===== src/rtl/mroe_pkg.sv =====
package mroe_pkg;

  localparam int DATA_W = 32;
  localparam int ROW_W = 4;
  localparam int COL_W = 4;
  localparam int CFG_W = 5;
  localparam int CFG_IDX_W = 1;

  localparam int MAX_ROWS_DEF = 16;
  localparam int MAX_COLS_DEF = 16;

  localparam logic [CFG_W-1:0] ROWS_RESET = 5'd16;
  localparam logic [CFG_W-1:0] COLS_RESET = 5'd16;

  typedef enum logic [1:0] {
    OP_WRITE = 2'd0,
    OP_READ  = 2'd1,
    OP_SWAP  = 2'd2,
    OP_SCALE = 2'd3
  } op_t;

  typedef enum logic [CFG_IDX_W-1:0] {
    REG_ROWS = 1'b0,
    REG_COLS = 1'b1
  } reg_idx_t;

endpackage


===== src/rtl/mroe_mul.sv =====
module mroe_mul (
  input  logic                               clk,
  input  logic signed [mroe_pkg::DATA_W-1:0] elem,
  input  logic signed [mroe_pkg::DATA_W-1:0] mult,
  output logic signed [mroe_pkg::DATA_W-1:0] scaled
);
  import mroe_pkg::*;

  localparam int PW = 2 * DATA_W;
  localparam int QW = PW - 16;

  logic signed [PW-1:0] prod;
  logic signed [QW-1:0] quot;
  logic                 fits;

  always_ff @(posedge clk) begin
    prod <= PW'(elem) * PW'(mult);
  end

  // arithmetic shift rounds toward minus infinity
  assign quot = QW'(prod >>> 16);
  // fits when every bit above the sign position matches the sign
  assign fits = (quot[QW-1:DATA_W-1] == '0) || (quot[QW-1:DATA_W-1] == '1);

  always_comb begin
    if (fits) begin
      scaled = quot[DATA_W-1:0];
    end else if (quot[QW-1]) begin
      scaled = {1'b1, {(DATA_W-1){1'b0}}};
    end else begin
      scaled = {1'b0, {(DATA_W-1){1'b1}}};
    end
  end

endmodule


===== config.mk =====
export PLATFORM = sky130hd
export DESIGN_NAME = mroe_mul
export DESIGN_NICKNAME = d
export VERILOG_FILES = /design/src/rtl/mroe_pkg.sv /design/src/rtl/mroe_mul.sv
export SDC_FILE = /design/constraint.sdc
export NUM_CORES = 2
export LEC_CHECK = 0
export ABC_CLOCK_PERIOD_IN_PS = 7580
export BUFFER_PORTS_ARGS = -buffer_cell sky130_fd_sc_hd__buf_2
export CORE_MARGIN = 3
export CORE_UTILIZATION = 25
export DETAILED_ROUTE_END_ITERATION = 10
export GPL_TIMING_DRIVEN = 0
export SYNTH_ARGS = -nofsm -noshare
export SYNTH_HDL_FRONTEND = slang
export SYNTH_SLANG_ARGS = --single-unit

===== constraint.sdc =====
create_clock -name clk -period 7.58 [get_ports clk]
set_input_delay 1.137 -clock clk [delete_from_list [all_inputs] [get_ports clk]]
set_output_delay 1.137 -clock clk [all_outputs]
set_load 0.05 [all_outputs]

# Word-level counts from Yosys, hierarchy flattened
# Cells that the tools add are included.
[word_totals]
regBits = 64
out_inout_bits = 32
in_bits = 65
word_cells = 7
[classes]
eq_ne = 1
n_mul = 1
n_reduce_logical = 2
mux = 2
[ops]
columns = ["op", "n"]
rows = [
  ["$mul A32 B32 Y64", 1],
  ["$mux W32", 2],
  ["$eq A17 B17 Y1 const B", 1],
  ["$logic_not A17 Y1", 1],
  ["$logic_or A1 B1 Y1", 1],
]

# Longest topological paths before layout
[depth]
depth_word = 3
ltp_mapped = 28
mapped_depth_nobuf = 26

# Least setup slack after synthesis
# OpenSTA, ideal clock, no wires.
[synth_path]
path_kind = "input to register"
from = "in mult[2] in the netlist's numbering"
to = "reg prod[63]"
arrival_ns = 8.189
cell_stages = 24
setup_time_ns = 0.091
n_path_buf = 2
t_required_ns = 7.489
setup_slack_ns = -0.700
path_cell_list = "clkbuf_1 nand2_1 inv_1 fa_1 fa_1 fa_1 fa_1 inv_1 fa_1 inv_1 fa_1 fa_1 fa_1 ha_1 clkbuf_1 a211oi_1 o21bai_1 a21oi_1 nor2_1 nor3_1 a21o_1 nand2_2 a21o_1 a311oi_1"
[synth_via]
elab_chain_cells = 1
[synth_rtl]
columns = ["element", "line_no", "source"]
rows = [
  ["start, declared", "mroe_mul.sv:4", "input logic signed [mroe_pkg::DATA_W-1:0] mult,"],
  ["$mul A32 B32 Y64", "mroe_mul.sv:17", "prod <= PW'(elem) * PW'(mult);"],
  ["end signal, assigned", "mroe_mul.sv:17", ""],
  ["end, declared", "mroe_mul.sv:12", "logic signed [PW-1:0] prod;"],
]
# No other way between the ends.

# Final worst setup path
[layout_path]
from = "in elem[15] in the netlist's numbering"
to = "reg prod[50]"
[layout_via]
elab_chain_cells = 1
[layout_rtl]
columns = ["element", "line_no", "source"]
rows = [
  ["start, declared", "mroe_mul.sv:3", "input logic signed [mroe_pkg::DATA_W-1:0] elem,"],
  ["$mul A32 B32 Y64", "mroe_mul.sv:17", ""],
]
# No other way between the ends.

==> flow_results.xml <==
<?xml version="1.0" encoding="UTF-8"?>
<metrics>
  <group name="route">
    <metric name="first_drt_iteration_drcs" unit="">2314</metric>
    <metric name="total_number_of_vias" unit="">28100</metric>
    <metric name="wl_per_cell" unit="µm">22.5</metric>
    <metric name="detail_route.vias_per_cell" unit="">4.63</metric>
    <metric name="postRouteWirelength" unit="mm">136</metric>
    <metric name="detail-route-antenna-nets" unit="">0</metric>
    <metric name="drtPass1Iterations" unit="">6</metric>
    <metric name="drc" unit="">0</metric>
  </group>
  <group name="job">
    <metric name="maxCapViolCount" unit="">0</metric>
  </group>
  <group name="die">
    <metric name="die_area" unit="µm²">153000</metric>
    <metric name="dieWidth" unit="µm">391</metric>
    <metric name="top_level_ports" unit="">97</metric>
    <metric name="initial_util" unit="%">25.3</metric>
    <metric name="die_h" unit="µm">391</metric>
    <metric name="fp.coreArea" unit="µm²">146000</metric>
    <metric name="num_rows" unit="">140</metric>
  </group>
  <group name="cts">
    <metric name="clock_sink_count" unit="">48</metric>
    <metric name="cts_made_buffers" unit="">5</metric>
    <metric name="cts.htree.levels" unit="">2</metric>
    <metric name="cts_tree" unit="">done</metric>
    <metric name="clockRootBuffer" unit="">clkbuf_16</metric>
    <metric name="path_clk_slew" unit="ns">0.08</metric>
    <metric name="clockBufferDepth" unit="">2</metric>
  </group>
  <group name="worst_hold_path">
    <metric name="hold_end" unit="">prod[19]</metric>
    <metric name="min-delay-path-class" unit="">primary input to register</metric>
    <metric name="min_path_cells" unit="">7</metric>
    <metric name="min-delay-start" unit="">elem[0]</metric>
  </group>
  <group name="final_layout">
    <metric name="layout.cell_area.non_filler" unit="µm²">44900</metric>
    <metric name="final_nets" unit="">5463</metric>
    <metric name="multi_input_area" unit="µm²">32700</metric>
    <metric name="flow.area_growth_from_synthesis" unit="%">21.5</metric>
    <metric name="registers.top_by_ff_count" unit="">prod</metric>
    <metric name="layout.filler_cells" unit="">15000</metric>
    <metric name="final_core_utilization" unit="%">30.7</metric>
    <metric name="layout.area.seq" unit="µm²">961</metric>
    <metric name="fraction_of_final_layout_cells_with_drive_strength_greater_than_1" unit="%">16.2</metric>
    <metric name="top_regs" unit="">prod x48</metric>
    <metric name="largest_register_ff_count" unit="">48</metric>
    <metric name="final_cell_count_no_fill" unit="">6065</metric>
  </group>
  <group name="placed_design">
    <metric name="portBuffers" unit="">96</metric>
    <metric name="routabilityCongestion" unit="">0.991</metric>
    <metric name="placed_cells" unit="">5905</metric>
    <metric name="post_dp_cell_area" unit="µm²">40000</metric>
    <metric name="dp_hpwl" unit="mm">116</metric>
  </group>
  <group name="global_route">
    <metric name="grt_usage" unit="%">18.3</metric>
    <metric name="grt_pass1_vias" unit="">30800</metric>
    <metric name="busiest_layer" unit="">met2</metric>
    <metric name="grt_max_degree" unit="">20</metric>
    <metric name="grtUsageMet2" unit="%">28.6</metric>
    <metric name="first_pass_grt_wire_length" unit="mm">204</metric>
    <metric name="gr-usage-met1" unit="%">23.4</metric>
    <metric name="globalRoute.totalOverflow" unit="">0</metric>
    <metric name="grt_antenna_before_repair" unit="">32</metric>
    <metric name="grt.met3_usage" unit="%">4.74</metric>
  </group>
  <group name="worst_setup_path">
    <metric name="timing.critical_path.from" unit="">elem[15]</metric>
    <metric name="slowest_stage" unit="">fa_2</metric>
    <metric name="arrival_time_of_data_at_the_critical_path_endpoint" unit="ns">8.20</metric>
    <metric name="start_kind" unit="">primary input</metric>
    <metric name="crit_required" unit="ns">7.80</metric>
    <metric name="largest_stage_delay_worst_path" unit="ns">0.68</metric>
    <metric name="top_fanout_value_on_the_critical_path" unit="">10</metric>
    <metric name="path_class" unit="">primary input to register</metric>
    <metric name="crit_path_frequent_cell" unit="">fa_1</metric>
    <metric name="worst_path_dominant_cell_family" unit="">adder cells</metric>
    <metric name="setup.worst_path.end_class" unit="">register</metric>
    <metric name="buffer_and_inverter_count_on_the_worst_path" unit="">8</metric>
  </group>
  <group name="timing">
    <metric name="period_utilization_post_route" unit="%">105</metric>
    <metric name="rsz_0062_raised_after_global_routing" unit="">yes</metric>
    <metric name="setup_viol" unit="">28</metric>
    <metric name="final_critical_path_setup_slack" unit="ns">-0.399</metric>
    <metric name="worst_slew_pin_slew" unit="ns">0.861</metric>
    <metric name="period_needed" unit="ns">7.98</metric>
    <metric name="slew_violations" unit="">0</metric>
    <metric name="finalHoldViolations" unit="">0</metric>
    <metric name="max_freq" unit="MHz">125</metric>
    <metric name="timing.max_slew.rel_slack" unit="%">42.6</metric>
  </group>
  <group name="synthesis">
    <metric name="synth_area_leader_cell" unit="">fa_1</metric>
    <metric name="cell_area_after_technology_mapping" unit="µm²">37000</metric>
    <metric name="synth_edf_count" unit="">0</metric>
    <metric name="postSynthNetCount" unit="">5217</metric>
    <metric name="synth-seq-cells" unit="">48</metric>
    <metric name="synth-async-reset-ratio" unit="%">0</metric>
    <metric name="synth.area.top_cells" unit="">fa_1 59%, inv_1 9.7%, and2_1 8.7%, ha_1 6.1%, nand2_1 5.3%</metric>
    <metric name="synth.top_cell.area_share" unit="%">58.5</metric>
    <metric name="yosysWarnings" unit="">0</metric>
    <metric name="netlist_instances" unit="">3891</metric>
    <metric name="yosysSeqAreaShare" unit="%">2.60</metric>
    <metric name="synthesis.area_per_instance" unit="µm²">9.50</metric>
    <metric name="post_synth_num_cell_types" unit="">63</metric>
    <metric name="synth_flop_cell" unit="">dfxtp_1</metric>
  </group>
  <group name="run_status">
    <metric name="run_status" unit="">finished, violations left</metric>
    <metric name="violations_in_the_final_reports" unit="">negative setup slack</metric>
  </group>
</metrics>
[area by class of cell]
cell class | instances | share of cell area [%]
Timing Repair Buffer | 249 | 4.76
Tap cell | 1917 | 5.34
Inverter | 958 | 8.06
Antenna cell | 10 | 0.0557
Buffer | 202 | 6.48
Clock buffer | 6 | 0.309
Clock inverter | 2 | 0.0306
Sequential cell | 48 | 2.14
Multi-Input combinational cell | 2673 | 72.8
[cells in the mapped netlist, types with 3 or more instances]
library cell  number
a211o_1            3
a211oi_1           6
a211oi_2           4
a21o_1            52
a21oi_1           49
a221oi_1           3
a31oi_1            4
a41oi_1            3
and2_1           514
and3_1             4
buf_2              3
clkbuf_1         208
dfxtp_1           48
fa_1            1081
ha_1             180
inv_1            958
nand2_1          521
nand2b_1          11
nand3_1            8
nand4_1           16
nor2_1            58
nor2b_1            4
nor3_1             5
nor4_1             5
o211ai_1           4
o21a_1             3
o21ai_0           20
o21ai_1            8
o21bai_1           7
xnor2_1           42
xor2_1            19
[tightest hold or removal path, stage by stage]
cell       delay [ns]
buf_2            0.13
nand4b_1         0.12
o21ai_2          0.15
a2111oi_4        0.36
buf_4            0.18
nor3b_4          0.06
nor2_1           0.11
[layer usage]
layer	part of all wire [%]	up-vias
li1	-	11600
met1	38	14800
met4	6.3	18
met2	45	1354
met3	10	370
met5	0.089	-
[kinds of logic after synthesis]
group	share of synthesized area (%)
AO/OA/AOI/OAI	3.65
buffers and inverters	11.9
XOR/XNOR	1.45
AND/OR/NAND/NOR	15.8
flip-flops	2.60
adder cells (fa/ha/maj)	64.6
[stage by stage]
step | hold WS, ns | TNS (ns) | worst slack, ns
floorplan | 1.71 | -2.94 | -0.413
global placement | 1.76 | -74.22 | -2.37
detailed placement | 1.76 | -69.57 | -2.21
CTS | 1.95 | -4.62 | -0.353
global route | 1.98 | -10.73 | -0.530
finish | 1.94 | -5.51 | -0.399
[timing repair]
item | 4_1_cts | 5_1_grt
pin swaps | 108 | 80
hold buffers | 0 | 0
setup endpoints to repair | 47 | 37
buffers inserted | 117 | 38
resized for setup | 752 | 172
endpoints found under the hold margin | 0 | 0
gates cloned | 2 | 0
[worst max path at each step]
stage          cells past startpoint  slack [ns]       end
6_report                          26       -0.40  prod[50]
5_1_grt                           24       -0.53  prod[63]
4_1_cts                           26       -0.35  prod[59]
3_5_place_dp                      26       -2.21  prod[63]
3_3_place_gp                      25       -2.37  prod[60]
2_1_floorplan                     23       -0.41  prod[63]
[cell usage in the layout, fill, tap and decap left out, drive strengths merged, types with 2 or more instances in the layout]
cell	instances
o2111ai	2
o21a	3
a31oi	4
nor2b	4
nand3	8
and2	514
xnor2	42
nand4	16
a2111oi	3
nor2	58
or2	2
inv	954
and4	3
dfxtp	48
buf	296
xor2	19
a221oi	3
a21o	53
fa	1081
o211ai	4
a311oi	2
nor3	6
a21oi	50
o21ai	30
diode	10
o41ai	2
a211o	3
ha	180
a211oi	10
o31ai	3
nand2	522
nor4	5
o21bai	7
nand4b	2
a41oi	3
or3	2
clkbuf	161
and3	5
nand2b	11
clkinvlp	5
Power is left out: the tool's default activity adds up to more than one toggle a clock period on the data nets, which glitch-free logic cannot reach.
